[config.mk]
export PLATFORM = sky130hd
export DESIGN_NAME = lagb_ram
export DESIGN_NICKNAME = d
export VERILOG_FILES = /design/src/rtl/core/lagb_ram.sv
export SDC_FILE = /design/constraint.sdc
export NUM_CORES = 1
export LEC_CHECK = 0
export BUFFER_PORTS_ARGS = -buffer_cell sky130_fd_sc_hd__buf_2
export CAP_MARGIN = 20
export CORE_MARGIN = 2
export CORE_UTILIZATION = 30
export DETAILED_ROUTE_END_ITERATION = 8
export SLEW_MARGIN = 15
export SYNTH_ARGS = -nofsm -noshare
export SYNTH_HDL_FRONTEND = slang
export SYNTH_SLANG_ARGS = --single-unit
[constraint.sdc]
create_clock -name clk -period 3.54 [get_ports clk]
set_clock_uncertainty 0.1 [all_clocks]
set_input_delay 0.708 -clock clk [delete_from_list [all_inputs] [get_ports clk]]
set_output_delay 0.708 -clock clk [all_outputs]
set_load 0.02 [all_outputs]
[src/rtl/core/lagb_ram.sv]
module lagb_ram #(
    parameter int WIDTH = 8,
    parameter int DEPTH = 16
) (
    input  logic                             clk,
    input  logic                             we,
    input  logic [$clog2(DEPTH > 1 ? DEPTH : 2)-1:0] waddr,
    input  logic [WIDTH-1:0]                 wdata,
    input  logic [$clog2(DEPTH > 1 ? DEPTH : 2)-1:0] raddr,
    output logic [WIDTH-1:0]                 rdata
);

    logic [WIDTH-1:0] mem [DEPTH];

    // one write port, one registered read port
    always_ff @(posedge clk)
    begin
        if (we)
        begin
            mem[waddr] <= wdata;
        end
        rdata <= mem[raddr];
    end

endmodule

## After elaboration in Yosys (flattened, before gate mapping)

Memory sizes are Yosys's and may differ from the RTL's. A register that Yosys moved wholly into a read port is not among the register bits.
Index checks and enable logic that the tools add are counted.

- Register bits: 0
- RAM bits: 128
- Input bits: 18
- Output and inout bits: 8
- Logic and storage cells: 3
- Memories: 1

- Multiplexer cells: 2

Memories:

| memory | depth | bits a word | read ports | clocked after memory_dff | wr ports | RTL line | text |
|---|---|---|---|---|---|---|---|
| mem | 16 | 8 | 1 | 1 | 1 | 13 | `logic [WIDTH-1:0] mem [DEPTH];` |

Operator list:

| cell | count |
|---|---|
| $mux W1 | 2 |

## Logic depth before layout (Yosys ltp)

Gate-level depths: netlist of the first run.

- Depth in word-level cells: 2
- Depth in mapped cells: 5
- Gate-level depth less buffers: 3

## Worst setup path after synthesis of the first run

Ideal clock, no wire load.

- Path type: input -> register
- Start point: in waddr[2] in the netlist's numbering
- End point: mem mem[0][0] (enable)
- Data arrival time: 1818 ps
- Required time: 3057 ps
- Setup slack: 1239 ps
- Stages: 2
- Path buffers: 0
- Cells stage by stage: or3b_2 -> nor3_1

RTL lines:

| item | RTL line | text |
|---|---|---|
| start: declaration | 7 | `input logic [$clog2(DEPTH > 1 ? DEPTH : 2)-1:0] waddr,` |
| end: declaration | 13 |  |

Straight into the memory's write port.

==> reports/summary.txt, run 1 <==
DRT iter0 DRCs - 239
Seq/Total Area, Yosys - 77.8%
largest family of logic cells by synthesized area - multiplexers
kind of critical path - in2reg
largest net degree at the start of global routing - 33
Critical Path Source - raddr[0]
Post-CTS Setup Bufs - 0
chip height - 135 um
Synth Area in Compound Gates - 2.33%
Syn Nets - 247
Pwr Density - 593 nW/um^2
sw frac - 20.1%
Final HPWL DP - 6400 um
min Tclk post-route - 2.07 ns
Final nets - 293
final WL - 10300 um
routed vias - 2398
WP data required - 3.73 ns
PortBufs - 25
Slew Limit Fails - 0
design area - 6110 um^2
DRT Pass-1 Iters - 4
initial core utilization - 30.8%
Sequential Power Share - 50.0%
Placer Congestion - 0.702
crit-path cells - buf_2, buf_12, mux4_1, a22oi_1, nand2_1
critical hold path startpoint - mem[14][7]
Syn Area/Cell - 22.5 um^2
mux cell area share after synthesis - 15.0%
diodes inserted - 0
total power - 3.62 mW
Setup crit end kind - flop
grt ovf - 0
Core Area - 16700 um^2
DR vias/cell - 4.73
Net Sw Power - 0.728 mW
Simple-Gate Fraction of Synth Area - 3.18%
yosys warns - 0
Max stage delay cell, worst path - mux4_1
Metal-1 WL - 4680 um
worst path bufs/invs - 2
Clock Path Buffers - 2
Hold Path Sink - rdata[7]
WL met2 - 5020 um
#FFs+latches synth - 136
Placed Area - 5560 um^2
slowest stage delay, CP - 0.57 ns
Final Cycle Share - 58.6%
worst-path fanout max - 21
CTS buffer count - 17
Combinational Power Share - 4.8%
xor/xnor cell area share of the yosys netlist - 0%
post-synthesis adder-cell area fraction - 0%
r2r setup slk - 2.02 ns
MaxCap Viol Count - 0
Slew HR - 36.4%
cell area after synthesis - 5150 um^2
post-CTS sizing - 0
Die X - 135 um
row cnt - 47
DRC violations left - 0
R2R cell count - 3
Worst-Skew Late Latency - 0.41 ns
Fin. Hold Viols - 0
crit start category - primary input
final setup TNS - 0 ns
distinct cell type count of the synthesized netlist - 19
Clock Root Buffer - clkbuf_16
Reg area - 4000 um^2
final setup vio count - 0
worst slew pin tran - 0.950 ns
vias in the first global route - 2510
Area Overhead vs Synth - 18.7%
outcome - finished clean
CP arrival - 2.27 ns
worst hold path class - reg2reg
multi-input logic area - 1060 um^2
unrepaired setup endpoints after global routing - no
layout cells sized above 1 - 28.2%
met3 wire len - 486 um
hold path depth - 3
clk sinks - 136
DR top layer - met4
die area - 18200 um^2
H-Tree Depth - 4
FF-to-FF End - rdata[5]
internal cell power - 2.90 mW
Syn Inst Count - 229
hold-fix buffers at CTS - 0
CP top delay family - buffers and inverters
CTS tree - done
Peak Freq - 482 MHz
drt wl/cell - 20.4 um
clock power share - 45.2%
first-pass GRT wire length - 15700 um
Detail Route Antenna Nets - 0
initial antenna violation count - 0
Worst R2R Start - mem[1][5]
Ports - 26
Total GRT Usage - 12.3%
FILL cells - 1549
IR drop worst, VDD - 0.000313 V
static leakage power - 2.02 nW
clk slew on worst S/H paths - 0.05 ns
## worst reg2reg max path, cell delays in order (launching register included)
cell,delay (ns)
edfxtp_1,0.37
mux4_1,0.52
a22oi_1,0.33
nand2_1,0.08
## layout by cell type, fill, tap and decap left out
master and count:
a22oi_1 16, and2_1 1, and2b_1 1, buf_12 1
buf_2 25, buf_4 11, bufinv_16 2, clkbuf_1 5
clkbuf_16 17, clkinv_1 1, clkinv_2 3, clkinv_4 1
clkinvlp_4 2, dfxtp_1 8, edfxtp_1 128, mux4_1 14
mux4_2 18, nand2_1 9, nand2b_1 2, nand3_1 1
nand3b_1 2, nor2_1 13, nor2b_1 1, nor3_1 4
or3b_2 1
## layout make-up
| type | instances | area share, % |
|---|---|---|
| Clock buffer | 22 | 7.27 |
| Clock inverter | 9 | 1.68 |
| Multi-Input combinational cell | 83 | 17.3 |
| Sequential cell | 136 | 65.5 |
| Tap cell | 220 | 4.50 |
| Timing Repair Buffer | 37 | 3.73 |
## how the worst max path moves through the flow
stage	depth (start not counted)	slack [ns]	end
2_1_floorplan	2	1.24	mem[0][0]
3_3_place_gp	5	1.0	rdata[2]
3_5_place_dp	5	0.98	rdata[2]
4_1_cts	5	1.41	rdata[2]
5_1_grt	5	1.28	rdata[2]
6_report	5	1.47	rdata[2]
## state kept, by name, summed over array words and instances (netlist names)
register and flops:
rdata 8, mem 128
## logic make-up (layout without fill, tap and decap cells)
group | count (synthesis) | after routing
flip-flops | 136 | 136
buffers and inverters | 10 | 68
AND/OR/NAND/NOR | 35 | 35
AO/OA/AOI/OAI | 16 | 16
multiplexers | 32 | 32
## layer usage
layer / track usage [%] / vias up
met3: 3.60 / 16
met1: 16.0 / 1248
li1: - / 1062
met5: 0 / -
met4: 4.51 / 0
met2: 19.5 / 72
## per-stage QoR
step	worst slack [ns]	hold WS, ns	util [%]	instances
6_report	1.47	0.564	36.6	507
4_1_cts	1.41	0.572	36.6	507
2_1_floorplan	1.24	0.529	-	229
3_5_place_dp	0.983	0.559	33.3	476
5_1_grt	1.28	0.588	36.6	507
3_3_place_gp	1.00	0.554	33.3	476
## power groups by stage
stage	Combinational (mW)	Sequential, mW	Clock, mW
6_report	0.174	1.81	1.64
3_5_place_dp	0.177	1.84	0
2_1_floorplan	0.0914	1.85	0
4_1_cts	0.178	1.81	1.66
5_1_grt	0.191	1.81	1.73
3_3_place_gp	0.172	1.84	0
## Yosys cell counts
master / count / area share, %
edfxtp_1: 128 / 75
mux4_2: 18 / 7.9
a22oi_1: 16 / 2.3
mux4_1: 14 / 7.1
nor2_1: 13 / 0.95
nand2_1: 9 / 0.66
dfxtp_1: 8 / 3.1
nor3_1: 4 / 0.39
buf_2: 3 / 0.29
buf_6: 3 / 0.66
clkdlybuf4s25_2: 3 / 0.58
nand2b_1: 2 / 0.24
nand3b_1: 2 / 0.29
and2_1: 1 / 0.12
and2b_1: 1 / 0.15
buf_4: 1 / 0.15
nand3_1: 1 / 0.097
nor2b_1: 1 / 0.12
or3b_2: 1 / 0.17
No activity file was read; power rests on OpenSTA's default activity.
==> run 2: changes to the inputs <==
Clock period 3.54 ns to 1.67 ns, I/O delays scaled along.
==> run 2 against run 1 <==
Effect of this change: clock-buffer cell count shrank 3; power grew 120%; flip-flop and latch count is the same; first-iteration DRC count grew 51%.
==> reports/summary.txt, run 2 (synthesized netlist as in run 1, its figures left out) <==
outcome - finished clean
drt wl/cell - 19.1 um
DR vias/cell - 4.78
worst hold path class - in2reg
Slew HR - 46.5%
layout cells sized above 1 - 35.3%
row cnt - 47
Net Sw Power - 1.58 mW
clk slew on worst S/H paths - 0.05 ns
sw frac - 19.4%
static leakage power - 2.18 nW
Setup crit end kind - flop
chip height - 135 um
die area - 18200 um^2
Core Area - 16700 um^2
Placer Congestion - 0.747
H-Tree Depth - 4
first-pass GRT wire length - 15500 um
Post-CTS Setup Bufs - 0
crit start category - flop
final setup TNS - 0 ns
worst-path fanout max - 1
Clock Path Buffers - 2
final WL - 10100 um
Final nets - 314
post-CTS sizing - 0
PortBufs - 25
hold-fix buffers at CTS - 0
Slew Limit Fails - 0
diodes inserted - 0
fin cells - 529
Worst R2R Start - mem[9][2]
final worst slack - 0.214 ns
Max stage delay cell, worst path - mux4_1
FILL cells - 1539
most common cell after layout, fill and taps aside - edfxtp_1
Combinational Power Share - 4.9%
clk sinks - 136
Detail Route Antenna Nets - 0
internal cell power - 6.55 mW
commonest non-fill, non-tap cells in the layout - 128 x edfxtp_1, 30 x buf_4, 25 x buf_2
CTS tree - done
Total GRT Usage - 12.1%
Worst-Skew Late Latency - 0.41 ns
multi-input logic area - 1060 um^2
kind of critical path - reg2reg
clock power share - 47.9%
Final HPWL DP - 6590 um
final setup vio count - 0
Fin. Hold Viols - 0
Die X - 135 um
FF-to-FF End - rdata[2]
Place WS - -0.217 ns
routed vias - 2531
initial antenna violation count - 0
number of instances in the placed design - 497
unrepaired setup endpoints after global routing - no
vias in the first global route - 2617
MaxCap Viol Count - 0
Biggest register - mem
largest registers - mem (128), rdata (8)
worst slew pin tran - 0.801 ns
DRT iter0 DRCs - 362
max reg flops - 128
Critical Path Source - mem[9][2]
Worst Setup EP - rdata[2]
IR drop worst, VDD - 0.000726 V
Pwr Density - 1270 nW/um^2
grt ovf - 0
DRC violations left - 0
Peak Freq - 687 MHz
largest net degree at the start of global routing - 22
Final Cycle Share - 87.2%
Reg area - 4000 um^2
CP arrival - 1.64 ns
R2R cell count - 3
Sequential Power Share - 47.3%
worst hold slack - 0.208 ns
Clock Root Buffer - clkbuf_16
total power - 8.13 mW
min Tclk post-route - 1.46 ns
slowest stage delay, CP - 0.50 ns
CTS buffer count - 17
Ports - 26
Area Overhead vs Synth - 24.0%
DRT Pass-1 Iters - 4
WP data required - 1.85 ns
r2r setup slk - 0.21 ns
initial core utilization - 30.8%
crit-path cells - mux4_1, a22oi_1, nand2_1
## run 2: metrics by stage
step	util, %	cell area [um^2]
2_1_floorplan	-	5150
3_3_place_gp	34.4	5750
3_5_place_dp	34.4	5750
4_1_cts	38.2	6380
5_1_grt	38.2	6380
6_report	38.2	6380
## run 2: area by class of cell
type / count / share of cell area [%]
clock buffers: 19 / 7.10
well taps: 220 / 4.31
repair buffers: 58 / 6.43
flip-flops and latches: 136 / 62.7
multi-input cells: 83 / 16.6
clock inverters: 13 / 2.76
## run 2: worst min path at each step
stage               startpoint    endpoint  cells past startpoint
CTS                   wdata[3]  mem[13][3]                      1
detailed placement   mem[7][2]    rdata[2]                      3
finish                wdata[4]   mem[6][4]                      1
floorplan             wdata[0]   mem[0][0]                      0
global placement    mem[11][3]    rdata[3]                      3
global route          wdata[1]  mem[13][1]                      1
## run 2: critical path, delay by kind of cell, from the launching register on
family	cells	cell delay (ns)
multiplexers	1	0.50
flip-flops	1	0.35
AND/OR/NAND/NOR	1	0.08
AO/OA/AOI/OAI	1	0.31
## run 2: routing by layer
metal	part of all wire (%)	up-vias	track usage [%]
li1	-	1104	-
met1	44	1350	15.1
met2	49	66	19.2
met3	5.5	11	4.35
met4	1.3	0	5.32
met5	0	-	0
## run 2: power groups by stage
stage / Combinational [mW] / Sequential (mW) / Clock, mW
final: 0.398 / 3.84 / 3.89
after global routing: 0.433 / 3.85 / 4.13
after CTS: 0.404 / 3.84 / 3.97
after detailed placement: 0.403 / 3.91 / 0
after global placement: 0.392 / 3.91 / 0
after floorplan: 0.194 / 3.93 / 0
==> run 3: changes to the inputs <==
Settings changed: PLACE_DENSITY_LB_ADDON set to 0.12, SETUP_SLACK_MARGIN set to 0.3.
==> run 3 against run 2 <==
Effect of this change: power is 4.2% lower; via count is 3.6% lower; worst hold slack worse by 0.00064 ns; maximum frequency is 5.7% higher; final cell count is 1.5% higher; clock power is 11% lower; largest power group is now sequential cells.
==> reports/summary.txt, run 3 (synthesized netlist as in run 1, its figures left out) <==
Biggest register - mem
Final nets - 322
routed vias - 2440
final setup vio count - 0
clk sinks - 136
Final HPWL DP - 7070 um
chip height - 135 um
Max stage delay cell, worst path - mux4_2
first-pass GRT wire length - 15800 um
initial core utilization - 30.8%
Util after Layout - 39.5%
number of instances in the placed design - 496
kind of critical path - reg2reg
layout cells sized above 1 - 47.0%
hold path depth - 1
die area - 18200 um^2
vias in the first global route - 2543
Ports - 26
DR vias/cell - 4.54
worst slew pin tran - 0.929 ns
DRT iter0 DRCs - 172
worst hold path class - in2reg
outcome - finished clean
diodes inserted - 0
DRC violations left - 0
H-Tree Depth - 4
Worst-Skew Late Latency - 0.41 ns
FF-to-FF End - rdata[7]
Hold Path Sink - mem[5][5]
fin cells - 537
r2r setup slk - 0.29 ns
R2R cell count - 3
PortBufs - 25
Die X - 135 um
DRT Pass-1 Iters - 4
Pwr Density - 1180 nW/um^2
most common cell after layout, fill and taps aside - edfxtp_1
final setup TNS - 0 ns
Clock Path Buffers - 2
Detail Route Antenna Nets - 0
Fin. Hold Viols - 0
Placer Congestion - 0.692
unrepaired setup endpoints after global routing - yes
Setup crit end kind - flop
min Tclk post-route - 1.38 ns
CTS tree - done
Slew HR - 37.8%
Final Cycle Share - 82.5%
final WL - 10600 um
largest registers - mem (128), rdata (8)
crit start category - flop
Area Overhead vs Synth - 28.1%
final worst slack - 0.292 ns
CP arrival - 1.57 ns
max reg flops - 128
Peak Freq - 726 MHz
Core Area - 16700 um^2
Place WS - -0.250 ns
WP data required - 1.86 ns
static leakage power - 2.20 nW
initial antenna violation count - 0
worst-path fanout max - 1
grt ovf - 0
critical hold path startpoint - wdata[5]
MaxCap Viol Count - 0
CTS buffer count - 17
drt wl/cell - 19.8 um
row cnt - 47
IR drop worst, VDD - 0.000704 V
Slew Limit Fails - 0
largest net degree at the start of global routing - 18
Total GRT Usage - 12.6%
crit-path cells - mux4_2, a22oi_2, nand2_1
worst hold slack - 0.207 ns
slowest stage delay, CP - 0.49 ns
Clock Root Buffer - clkbuf_16
clk slew on worst S/H paths - 0.05 ns
commonest non-fill, non-tap cells in the layout - 128 x edfxtp_1, 32 x mux4_2, 25 x buf_4
Worst R2R Start - mem[11][7]
[run 3: changes by cell type in the layout (fill, tap and decap cells not counted), moves of 4 or more]
cell,before,now
a22oi_2,0,8
clkinvlp_4,5,0
mux4_1,14,0
nor2_2,0,9
buf_4,30,25
buf_12,3,16
a22oi_1,16,8
clkinv_2,3,7
nor2_1,13,4
clkbuf_1,0,5
mux4_2,18,32
[run 3: per-stage QoR]
stage	power (mW)	instance area, um^2
after global routing	8.06	6590
final	7.78	6590
after detailed placement	4.36	5890
after floorplan	4.15	5200
after CTS	7.85	6510
after global placement	4.36	5890
[run 3: cell type report]
| cell class | instances | area (um^2) |
|---|---|---|
| fillers | 1505 | 10100 |
| flip-flops and latches | 136 | 4010 |
| multi-input cells | 83 | 1110 |
| repair buffers | 66 | 656 |
| clock buffers | 22 | 444 |
| well taps | 220 | 275 |
| clock inverters | 10 | 104 |
[run 3: critical path: cells and delay by family (launching register included)]
| kind | cells | cell delay, ns |
|---|---|---|
| mux | 1 | 0.49 |
| flops | 1 | 0.35 |
| compound gates | 1 | 0.24 |
| simple gates | 1 | 0.08 |
[run 3: per-layer routing]
layer	vias up	wire, um	track usage (%)
met3	13	331	3.19
met1	1272	4880	16.8
li1	1111	-	-
met4	0	200	5.90
met2	44	5200	19.6
met5	-	0	0
[run 3: worst max path at each step]
stage | end | start | slack, ns
after global placement | rdata[4] | raddr[0] | -0.26
after global routing | rdata[4] | mem[7][4] | 0.24
after floorplan | mem[0][0] | waddr[2] | 0.13
after detailed placement | rdata[4] | raddr[0] | -0.25
final | rdata[7] | mem[11][7] | 0.29
after CTS | rdata[4] | raddr[0] | 0.29
[run 3: repair_timing]
item | 4_1_cts | 5_1_grt
pin swaps | 0 | 5
gates resized for setup | 13 | 7
hold buffers | 0 | 0
endpoints found under the setup margin | 9 | 8
setup buffers | 2 | 7
[run 3: power breakdown]
| part | internal, mW | switching [mW] | leakage, nW |
|---|---|---|---|
| combinational | 0.228 | 0.262 | 0.698 |
| clock | 2.17 | 1.28 | 0.275 |
| sequential | 3.82 | 0.0212 | 1.22 |
| total | 6.22 | 1.56 | 2.20 |
